==> config.mk <==
export PLATFORM = sky130hd
export DESIGN_NAME = braitenberg_wheel_speed_unit
export DESIGN_NICKNAME = d
export VERILOG_FILES = /design/src/rtl/core/bws_pkg.sv /design/src/rtl/core/bws_wheel_mix.sv /design/src/rtl/core/braitenberg_wheel_speed_unit.sv
export SDC_FILE = /design/constraint.sdc
export NUM_CORES = 2
export LEC_CHECK = 0
export ABC_CLOCK_PERIOD_IN_PS = 7100
export BUFFER_PORTS_ARGS = -buffer_cell sky130_fd_sc_hd__buf_2
export CAP_MARGIN = 5
export CELL_PAD_IN_SITES_DETAIL_PLACEMENT = 1
export CELL_PAD_IN_SITES_GLOBAL_PLACEMENT = 2
export CORE_MARGIN = 2
export CORE_UTILIZATION = 35
export CTS_CLUSTER_DIAMETER = 120
export DETAILED_ROUTE_END_ITERATION = 6
export HOLD_SLACK_MARGIN = 0.03
export PLACE_DENSITY = 0.68
export SLEW_MARGIN = 15
export SYNTH_ARGS = -nofsm -noshare
export SYNTH_HDL_FRONTEND = slang
export SYNTH_SLANG_ARGS = --single-unit
export TNS_END_PERCENT = 30
==> constraint.sdc <==
create_clock -name i_clk -period 7.1 [get_ports i_clk]
set_input_delay 0.71 -clock i_clk [delete_from_list [all_inputs] [get_ports i_clk]]
set_output_delay 0.71 -clock i_clk [all_outputs]
set_load 0.005 [all_outputs]
==> src/rtl/core/bws_pkg.sv <==
// ----------------------------------------------------------------------------
// Wheel speed mixer package
// Widths, constants, register codes and shared types for the wheel speed unit.
// ----------------------------------------------------------------------------
package bws_pkg;

    // Field widths.
    localparam int IR_W    = 7;
    localparam int COEF_W  = 8;
    localparam int LIMIT_W = 7;
    localparam int SPEED_W = 8;
    localparam int CFG_IDX_W  = 3;
    localparam int CFG_DATA_W = 8;

    // Internal arithmetic widths: one product, a sum of three products,
    // that sum after the shift, and a raw wheel speed.
    localparam int PROD_W = IR_W + COEF_W;
    localparam int SUM_W  = PROD_W + 1;
    localparam int SHR_W  = 11;
    localparam int RAW_W  = 12;

    // Stream word widths.
    localparam int IN_TDATA_W  = 48;
    localparam int OUT_TDATA_W = 16;

    // Mixing and shaping constants.
    localparam int BASE_OFFSET = 95;
    localparam int SPEED_MAX   = 100;
    localparam int EVADE_SPEED = 70;
    localparam int SUM_SHIFT   = 5;

    // Pipeline depth: three mixing stages and the output register.
    localparam int PIPE_DEPTH = 4;

    // Register reset values.
    localparam logic signed [COEF_W-1:0] RST_OPP_NEAR   = -8'sd50;
    localparam logic signed [COEF_W-1:0] RST_OPP_FRONT  = -8'sd38;
    localparam logic signed [COEF_W-1:0] RST_OPP_SIDE   = -8'sd10;
    localparam logic signed [COEF_W-1:0] RST_SAME_NEAR  = -8'sd10;
    localparam logic signed [COEF_W-1:0] RST_SAME_FRONT = -8'sd7;
    localparam logic signed [COEF_W-1:0] RST_SAME_SIDE  = -8'sd8;
    localparam logic [LIMIT_W-1:0]       RST_MOTOR_LIMIT = 7'd30;

    // Register indexes on the configuration port.
    typedef enum logic [CFG_IDX_W-1:0] {
        CFG_OPP_NEAR    = 3'd0,
        CFG_OPP_FRONT   = 3'd1,
        CFG_OPP_SIDE    = 3'd2,
        CFG_SAME_NEAR   = 3'd3,
        CFG_SAME_FRONT  = 3'd4,
        CFG_SAME_SIDE   = 3'd5,
        CFG_MOTOR_LIMIT = 3'd6
    } t_cfg_idx;

    // The six weights shared by both wheel mixers.
    typedef struct packed {
        logic signed [COEF_W-1:0] opp_near;
        logic signed [COEF_W-1:0] opp_front;
        logic signed [COEF_W-1:0] opp_side;
        logic signed [COEF_W-1:0] same_near;
        logic signed [COEF_W-1:0] same_front;
        logic signed [COEF_W-1:0] same_side;
    } t_coef_set;

endpackage

==> src/rtl/core/bws_wheel_mix.sv <==
// ----------------------------------------------------------------------------
// Wheel mixer
// Three-stage pipeline forming one raw wheel speed from six sensor readings:
// products, two shifted sums of three, then their total plus the offset.
// ----------------------------------------------------------------------------
module bws_wheel_mix (
    input  logic                                 i_clk,
    input  logic                                 i_en,
    input  bws_pkg::t_coef_set                   i_coef,
    input  logic signed [bws_pkg::IR_W-1:0]      i_opp_near,
    input  logic signed [bws_pkg::IR_W-1:0]      i_opp_front,
    input  logic signed [bws_pkg::IR_W-1:0]      i_opp_side,
    input  logic signed [bws_pkg::IR_W-1:0]      i_same_near,
    input  logic signed [bws_pkg::IR_W-1:0]      i_same_front,
    input  logic signed [bws_pkg::IR_W-1:0]      i_same_side,
    output logic signed [bws_pkg::RAW_W-1:0]     o_raw
);
    import bws_pkg::*;

    logic signed [PROD_W-1:0] r_prod [6];
    logic signed [PROD_W-1:0] n_prod [6];
    logic signed [SUM_W-1:0]  w_opp_sum;
    logic signed [SUM_W-1:0]  w_same_sum;
    logic signed [SHR_W-1:0]  r_opp_shr;
    logic signed [SHR_W-1:0]  r_same_shr;
    logic signed [RAW_W-1:0]  r_raw;

    // Stage one: the six weighted readings.
    always_comb begin
        n_prod[0] = PROD_W'(i_coef.opp_near)   * PROD_W'(i_opp_near);
        n_prod[1] = PROD_W'(i_coef.opp_front)  * PROD_W'(i_opp_front);
        n_prod[2] = PROD_W'(i_coef.opp_side)   * PROD_W'(i_opp_side);
        n_prod[3] = PROD_W'(i_coef.same_near)  * PROD_W'(i_same_near);
        n_prod[4] = PROD_W'(i_coef.same_front) * PROD_W'(i_same_front);
        n_prod[5] = PROD_W'(i_coef.same_side)  * PROD_W'(i_same_side);
    end

    always_ff @(posedge i_clk) begin
        if (i_en) begin
            for (int k = 0; k < 6; k++) begin
                r_prod[k] <= n_prod[k];
            end
        end
    end

    // Stage two: each side's sum, floored by the arithmetic shift.
    assign w_opp_sum  = SUM_W'(r_prod[0]) + SUM_W'(r_prod[1]) + SUM_W'(r_prod[2]);
    assign w_same_sum = SUM_W'(r_prod[3]) + SUM_W'(r_prod[4]) + SUM_W'(r_prod[5]);

    always_ff @(posedge i_clk) begin
        if (i_en) begin
            r_opp_shr  <= SHR_W'(w_opp_sum >>> SUM_SHIFT);
            r_same_shr <= SHR_W'(w_same_sum >>> SUM_SHIFT);
        end
    end

    // Stage three: both sides together with the base offset.
    always_ff @(posedge i_clk) begin
        if (i_en) begin
            r_raw <= RAW_W'(r_opp_shr) + RAW_W'(r_same_shr) + RAW_W'(BASE_OFFSET);
        end
    end

    assign o_raw = r_raw;

endmodule

==> src/rtl/core/braitenberg_wheel_speed_unit.sv <==
// ----------------------------------------------------------------------------
// Braitenberg wheel speed unit
// Obstacle avoidance mixer turning six infrared readings into wheel speeds.
// ----------------------------------------------------------------------------
// The unit takes one word of six sensor readings in every cycle unless the
// output stalls and returns one word of left and right wheel speeds, with
// the evasive flag on tuser, through a multiplier stage, a stage of shifted
// sums, the offset adder and the shaping stage that feeds the output
// register. All stages share one advance enable, so a stall on the output
// holds every word in place and the input is refused only while a finished
// word waits to be taken. Weights and the speed limit are written through the
// configuration port, which the user must do only while idle; nothing checks it.
module braitenberg_wheel_speed_unit (
    input  logic                                  i_clk,
    input  logic                                  i_rst_n,
    // Configuration write port.
    input  logic                                  i_cfg_we,
    input  logic [bws_pkg::CFG_IDX_W-1:0]         i_cfg_idx,
    input  logic [bws_pkg::CFG_DATA_W-1:0]        i_cfg_data,
    // Sensor words.
    input  logic                                  s_axis_tvalid,
    output logic                                  s_axis_tready,
    // Fields from bit 0: ir_front_right, ir_center_right, ir_center_left,
    // ir_front_left, ir_left, ir_right (7 bits each), then zero fill.
    input  logic [bws_pkg::IN_TDATA_W-1:0]        s_axis_tdata,
    // Speed words.
    output logic                                  m_axis_tvalid,
    input  logic                                  m_axis_tready,
    // Fields from bit 0: speed_left (8 bits), speed_right (8 bits).
    output logic [bws_pkg::OUT_TDATA_W-1:0]       m_axis_tdata,
    // Fields from bit 0: evasive (1 bit).
    output logic                                  m_axis_tuser
);
    import bws_pkg::*;

    t_coef_set               r_coef;
    logic [LIMIT_W-1:0]      r_motor_limit;
    logic [PIPE_DEPTH-1:0]   r_vld;
    logic                    w_en;

    logic signed [IR_W-1:0]  w_fr, w_cr, w_cl, w_fl, w_lt, w_rt;
    logic signed [RAW_W-1:0] w_raw_l, w_raw_r;
    logic signed [RAW_W-1:0] w_lim;
    logic signed [SPEED_W-1:0] n_spd_l, n_spd_r, r_spd_l, r_spd_r;
    logic                    n_evasive, r_evasive;

    // Configuration registers.
    always_ff @(posedge i_clk) begin
        if (!i_rst_n) begin
            r_coef.opp_near   <= RST_OPP_NEAR;
            r_coef.opp_front  <= RST_OPP_FRONT;
            r_coef.opp_side   <= RST_OPP_SIDE;
            r_coef.same_near  <= RST_SAME_NEAR;
            r_coef.same_front <= RST_SAME_FRONT;
            r_coef.same_side  <= RST_SAME_SIDE;
            r_motor_limit     <= RST_MOTOR_LIMIT;
        end else if (i_cfg_we) begin
            case (t_cfg_idx'(i_cfg_idx))
                CFG_OPP_NEAR:    r_coef.opp_near   <= i_cfg_data;
                CFG_OPP_FRONT:   r_coef.opp_front  <= i_cfg_data;
                CFG_OPP_SIDE:    r_coef.opp_side   <= i_cfg_data;
                CFG_SAME_NEAR:   r_coef.same_near  <= i_cfg_data;
                CFG_SAME_FRONT:  r_coef.same_front <= i_cfg_data;
                CFG_SAME_SIDE:   r_coef.same_side  <= i_cfg_data;
                CFG_MOTOR_LIMIT: r_motor_limit     <= i_cfg_data[LIMIT_W-1:0];
                default: begin
                end
            endcase
        end
    end

    // The whole pipeline moves whenever the output register is free or taken.
    assign w_en          = !r_vld[PIPE_DEPTH-1] || m_axis_tready;
    assign s_axis_tready = w_en;

    always_ff @(posedge i_clk) begin
        if (!i_rst_n) begin
            r_vld <= '0;
        end else if (w_en) begin
            r_vld <= {r_vld[PIPE_DEPTH-2:0], s_axis_tvalid};
        end
    end

    // Unpack the sensor word.
    assign w_fr = s_axis_tdata[1*IR_W-1:0*IR_W];
    assign w_cr = s_axis_tdata[2*IR_W-1:1*IR_W];
    assign w_cl = s_axis_tdata[3*IR_W-1:2*IR_W];
    assign w_fl = s_axis_tdata[4*IR_W-1:3*IR_W];
    assign w_lt = s_axis_tdata[5*IR_W-1:4*IR_W];
    assign w_rt = s_axis_tdata[6*IR_W-1:5*IR_W];

    // The left wheel takes the right-hand sensors as its opposite side.
    bws_wheel_mix u_mix_left (
        .i_clk        (i_clk),
        .i_en         (w_en),
        .i_coef       (r_coef),
        .i_opp_near   (w_cr),
        .i_opp_front  (w_fr),
        .i_opp_side   (w_rt),
        .i_same_near  (w_cl),
        .i_same_front (w_fl),
        .i_same_side  (w_lt),
        .o_raw        (w_raw_l)
    );

    bws_wheel_mix u_mix_right (
        .i_clk        (i_clk),
        .i_en         (w_en),
        .i_coef       (r_coef),
        .i_opp_near   (w_cl),
        .i_opp_front  (w_fl),
        .i_opp_side   (w_lt),
        .i_same_near  (w_cr),
        .i_same_front (w_fr),
        .i_same_side  (w_rt),
        .o_raw        (w_raw_r)
    );

    // A limit above full speed acts as full speed.
    assign w_lim = (r_motor_limit > LIMIT_W'(SPEED_MAX)) ? RAW_W'(SPEED_MAX)
                                                         : RAW_W'(r_motor_limit);

    // Saturate, lift small speeds out of the dead band.
    function automatic logic signed [SPEED_W-1:0] shape_speed(
        input logic signed [RAW_W-1:0] raw,
        input logic signed [RAW_W-1:0] lim
    );
        logic signed [RAW_W-1:0] res;
        if (raw > RAW_W'(SPEED_MAX)) begin
            res = RAW_W'(SPEED_MAX);
        end else if (raw < -RAW_W'(SPEED_MAX)) begin
            res = -RAW_W'(SPEED_MAX);
        end else if (raw > 0 && raw < lim) begin
            res = lim;
        end else if (raw < 0 && raw > -lim) begin
            res = -lim;
        end else begin
            res = raw;
        end
        return res[SPEED_W-1:0];
    endfunction

    // Shaping stage, with the evasive turn when both wheels sit inside the band.
    always_comb begin
        n_evasive = (w_raw_l < w_lim) && (w_raw_l > -w_lim) &&
                    (w_raw_r < w_lim) && (w_raw_r > -w_lim);
        if (n_evasive) begin
            n_spd_l = -SPEED_W'(EVADE_SPEED);
            n_spd_r = SPEED_W'(EVADE_SPEED);
        end else begin
            n_spd_l = shape_speed(w_raw_l, w_lim);
            n_spd_r = shape_speed(w_raw_r, w_lim);
        end
    end

    // Output register.
    always_ff @(posedge i_clk) begin
        if (w_en) begin
            r_spd_l   <= n_spd_l;
            r_spd_r   <= n_spd_r;
            r_evasive <= n_evasive;
        end
    end

    assign m_axis_tvalid = r_vld[PIPE_DEPTH-1];
    assign m_axis_tdata  = {r_spd_r, r_spd_l};
    assign m_axis_tuser  = r_evasive;

endmodule

==> results.yml <==
synthesis:
  ys_ff_latch: 324
  yosysMostFrequentCell: "inv_1"
  synth_area_leader_cell: "fa_1"
  syn-mean-instance-area_um2: 10.09
  yosys_warnings: 0
  synthDistinctLibCells: 75
  synth_ff_type: "edfxtp_1"
  synthTopCellsByCount: "inv_1 (692), fa_1 (586), ha_1 (493)"
  synth.top_cell.area_share_pct: 28.34
  ys_seq_area_share_pct: 22.08
  synth_nets: 5246
  syn_inst: 4103
  synthArstFlopShare_pct: 0
  synth-edff-count: 265
  syn_area_um2: 41400
  yosys-top-cells-area: "fa_1 (28%), edfxtp_1 (19%), ha_1 (15%)"
setup_path:
  critPathLaunch: "r_motor_limit[3]"
  cp.arrival_ns: 5.92
  critPathRequiredTime_ns: 7.44
  cp-start-kind: "flop"
  crit_type: "flop to flop"
  reg2reg_from: "r_motor_limit[3]"
  path_max_fanout: 10
  end_kind: "flop"
grt:
  grt_pass1_wl_mm: 177.5
  overflow: 0
  grt_antenna_before_repair: 13
  grt_max_degree: 135
  grt_pass1_vias: 30661
  grtUsageTotal_pct: 19.02
placed_design:
  place_inst: 5623
  gp_congestion: 0.8013
  dp_hpwl_mm: 90.21
  portBuffers: 76
  place_area_um2: 43410
sta:
  timing_hold_violations_final: 0
  worst_pin_slew_ns: 1.319
  relSlewSlack_pct: 11.22
  tns_ns: 0
  finalSetupViolCount: 0
  max_freq_ghz: 0.1795
  fin_skew_ns: 0.02542
  rsz0062_at_grt: "false"
  min_period_ns: 5.571
  finalCritPeriodShare_pct: 78.47
  hold_slack_ns: 0.4006
  slew_violations: 0
die:
  initial_core_util_pct: 35.20
  die-area_um2: 121000
  io_pins: 83
  fp.dieH_um: 347.9
  coreArea_um2: 117600
  row_count: 126
  die_x_um: 347.9
run:
  drv_cap: 0
power_and_ir_drop:
  pwr_density_cell_nw_per_um2: 499.0
  switching_share_pct: 48.05
  p_sw_w: 0.01074
  peakVddDrop_mv: 0.2665
  p_leak_nw: 20.78
  p_int_w: 0.01161
  pwr-share-seq_pct: 20.4
  comb_power_share_pct: 69.9
  clkPwrFrac_pct: 9.7
layout:
  finish.utilization_pct: 38.07
  area_delta_synth_final_pct: 8.158
  final_nets: 5273
  drive_above_1_share_pct: 4.564
  fillCellCount: 13188
  final_cells: 5702
  final_cell_area_um2: 44770
clock_tree:
  cts_root_buffer: "clkbuf_16"
  postCtsSetupRepairBufs: 0
  numCtsBuffers: 41
  cts_tree: "done"
  clk_pin_slew_worst_paths_ns: 0.06
  cts-htree-levels: 2
  clk_latency_ns: 0.61
  cts_resized: 0
  cts_buffer_depth: 3
  cts_sinks: 324
  postCtsHoldBufs: 0
route:
  drcViolationCount: 0
  wl_per_cell_um: 19.52
  routed_wl_mm: 111.3
  drtPass1Iterations: 4
  ant_nets: 0
  drt_iter0_drc: 1268
  vias_per_cell: 4.946
  vias: 28202
min_path:
  hold_path.class: "input pin to flop"
  hp-start: "s_axis_tvalid"
status:
  run_status: "finished, final reports clean"
critical path, cell delays in order (launching register included):
cell and delay, ns:
dfxtp_1 0.47, or3_1 0.39, nand3_1 0.21, nand2_1 0.26, ha_1 0.26, inv_1 0.16, nor3_1 0.64, xnor2_1 0.35
ha_1 0.36, and3_1 0.22, nand2_1 0.10, nor4b_2 0.36, a2111oi_2 0.13, nor3_2 0.72, mux2_2 0.42, a31o_2 0.24
cells in the final DEF (no fill, tap or decap), types with 17 or more instances in the layout:
cell type,count
nand3_1,79
nand2b_1,90
ha_1,493
o21ai_0,62
mux2i_1,19
a21o_1,37
a21boi_0,22
edfxtp_1,265
nor2b_1,33
nor4_1,17
nor2_1,105
a21oi_1,124
buf_2,76
xor2_1,32
and3_1,20
and2_1,349
fa_1,586
clkbuf_16,41
o21bai_1,26
xnor2_1,211
inv_1,691
nand2_1,416
o21a_1,20
dfxtp_1,59
nor3_1,57
a31oi_1,20
state kept, by name, summed over array words and instances, names as in the netlist, 12 cells and up:
signal              flops
u_mix_left.r_prod      90
r_coef                 48
u_mix_left.o_raw       12
u_mix_right.o_raw      12
u_mix_right.r_prod     90
through the flow:
| step | worst slack [ns] | power (W) |
|---|---|---|
| global placement | 1.675 | 0.02024 |
| CTS | 1.592 | 0.02277 |
| floorplan | 0.3482 | 0.01541 |
| finish | 1.529 | 0.02234 |
| global route | 1.177 | 0.02471 |
| detailed placement | 1.633 | 0.02047 |
power by group through the flow:
stage	clock [W]	sequential, W	combinational, W
after floorplan	0	0.00414	0.0113
after global placement	0	0.00462	0.0156
after detailed placement	0	0.00463	0.0158
after CTS	0.00223	0.00459	0.0160
after global routing	0.00229	0.00462	0.0178
final	0.00216	0.00455	0.0156
path summary, 6_finish.rpt:
kind	to	slack, ns	cells after the start
min	r_vld[0]	0.40	3
max	r_spd_r[5]	1.53	15
min reg2reg	r_vld[3]	0.48	1
max reg2reg	r_spd_r[5]	1.53	15
layer usage:
layer  wire length, um  share of wire, %  GRT usage [%]  vias up
met5                30             0.027              0        -
met4              3135               2.8          5.168        4
met3              3749               3.4          1.897      135
met2             53850                48          32.65      382
met1             50540                45          25.53    14353
li1                  -                 -              -    13328
final cells by class:
| cell class | count | area, um^2 | area share [%] |
|---|---|---|---|
| tap | 1536 | 1922 | 4.292 |
| clock inverter | 32 | 315.3 | 0.7042 |
| inverter | 692 | 2605 | 5.818 |
| multi-input combinational | 2982 | 29260 | 65.34 |
| sequential | 324 | 9139 | 20.41 |
| clock buffer | 44 | 1037 | 2.317 |
| timing repair buffer | 89 | 490.5 | 1.095 |
| antenna | 3 | 7.507 | 0.01677 |
kinds of logic after synthesis:
group	count (synthesis)	share of synthesized area, %
compound gates	396	6.287
xor+xnor	243	5.141
flops	324	22.08
simple gates	1242	15.45
buf+inv	797	7.263
mux	22	0.5410
fa+ha+maj	1079	43.24
No activity file was read; power rests on OpenSTA's default activity.
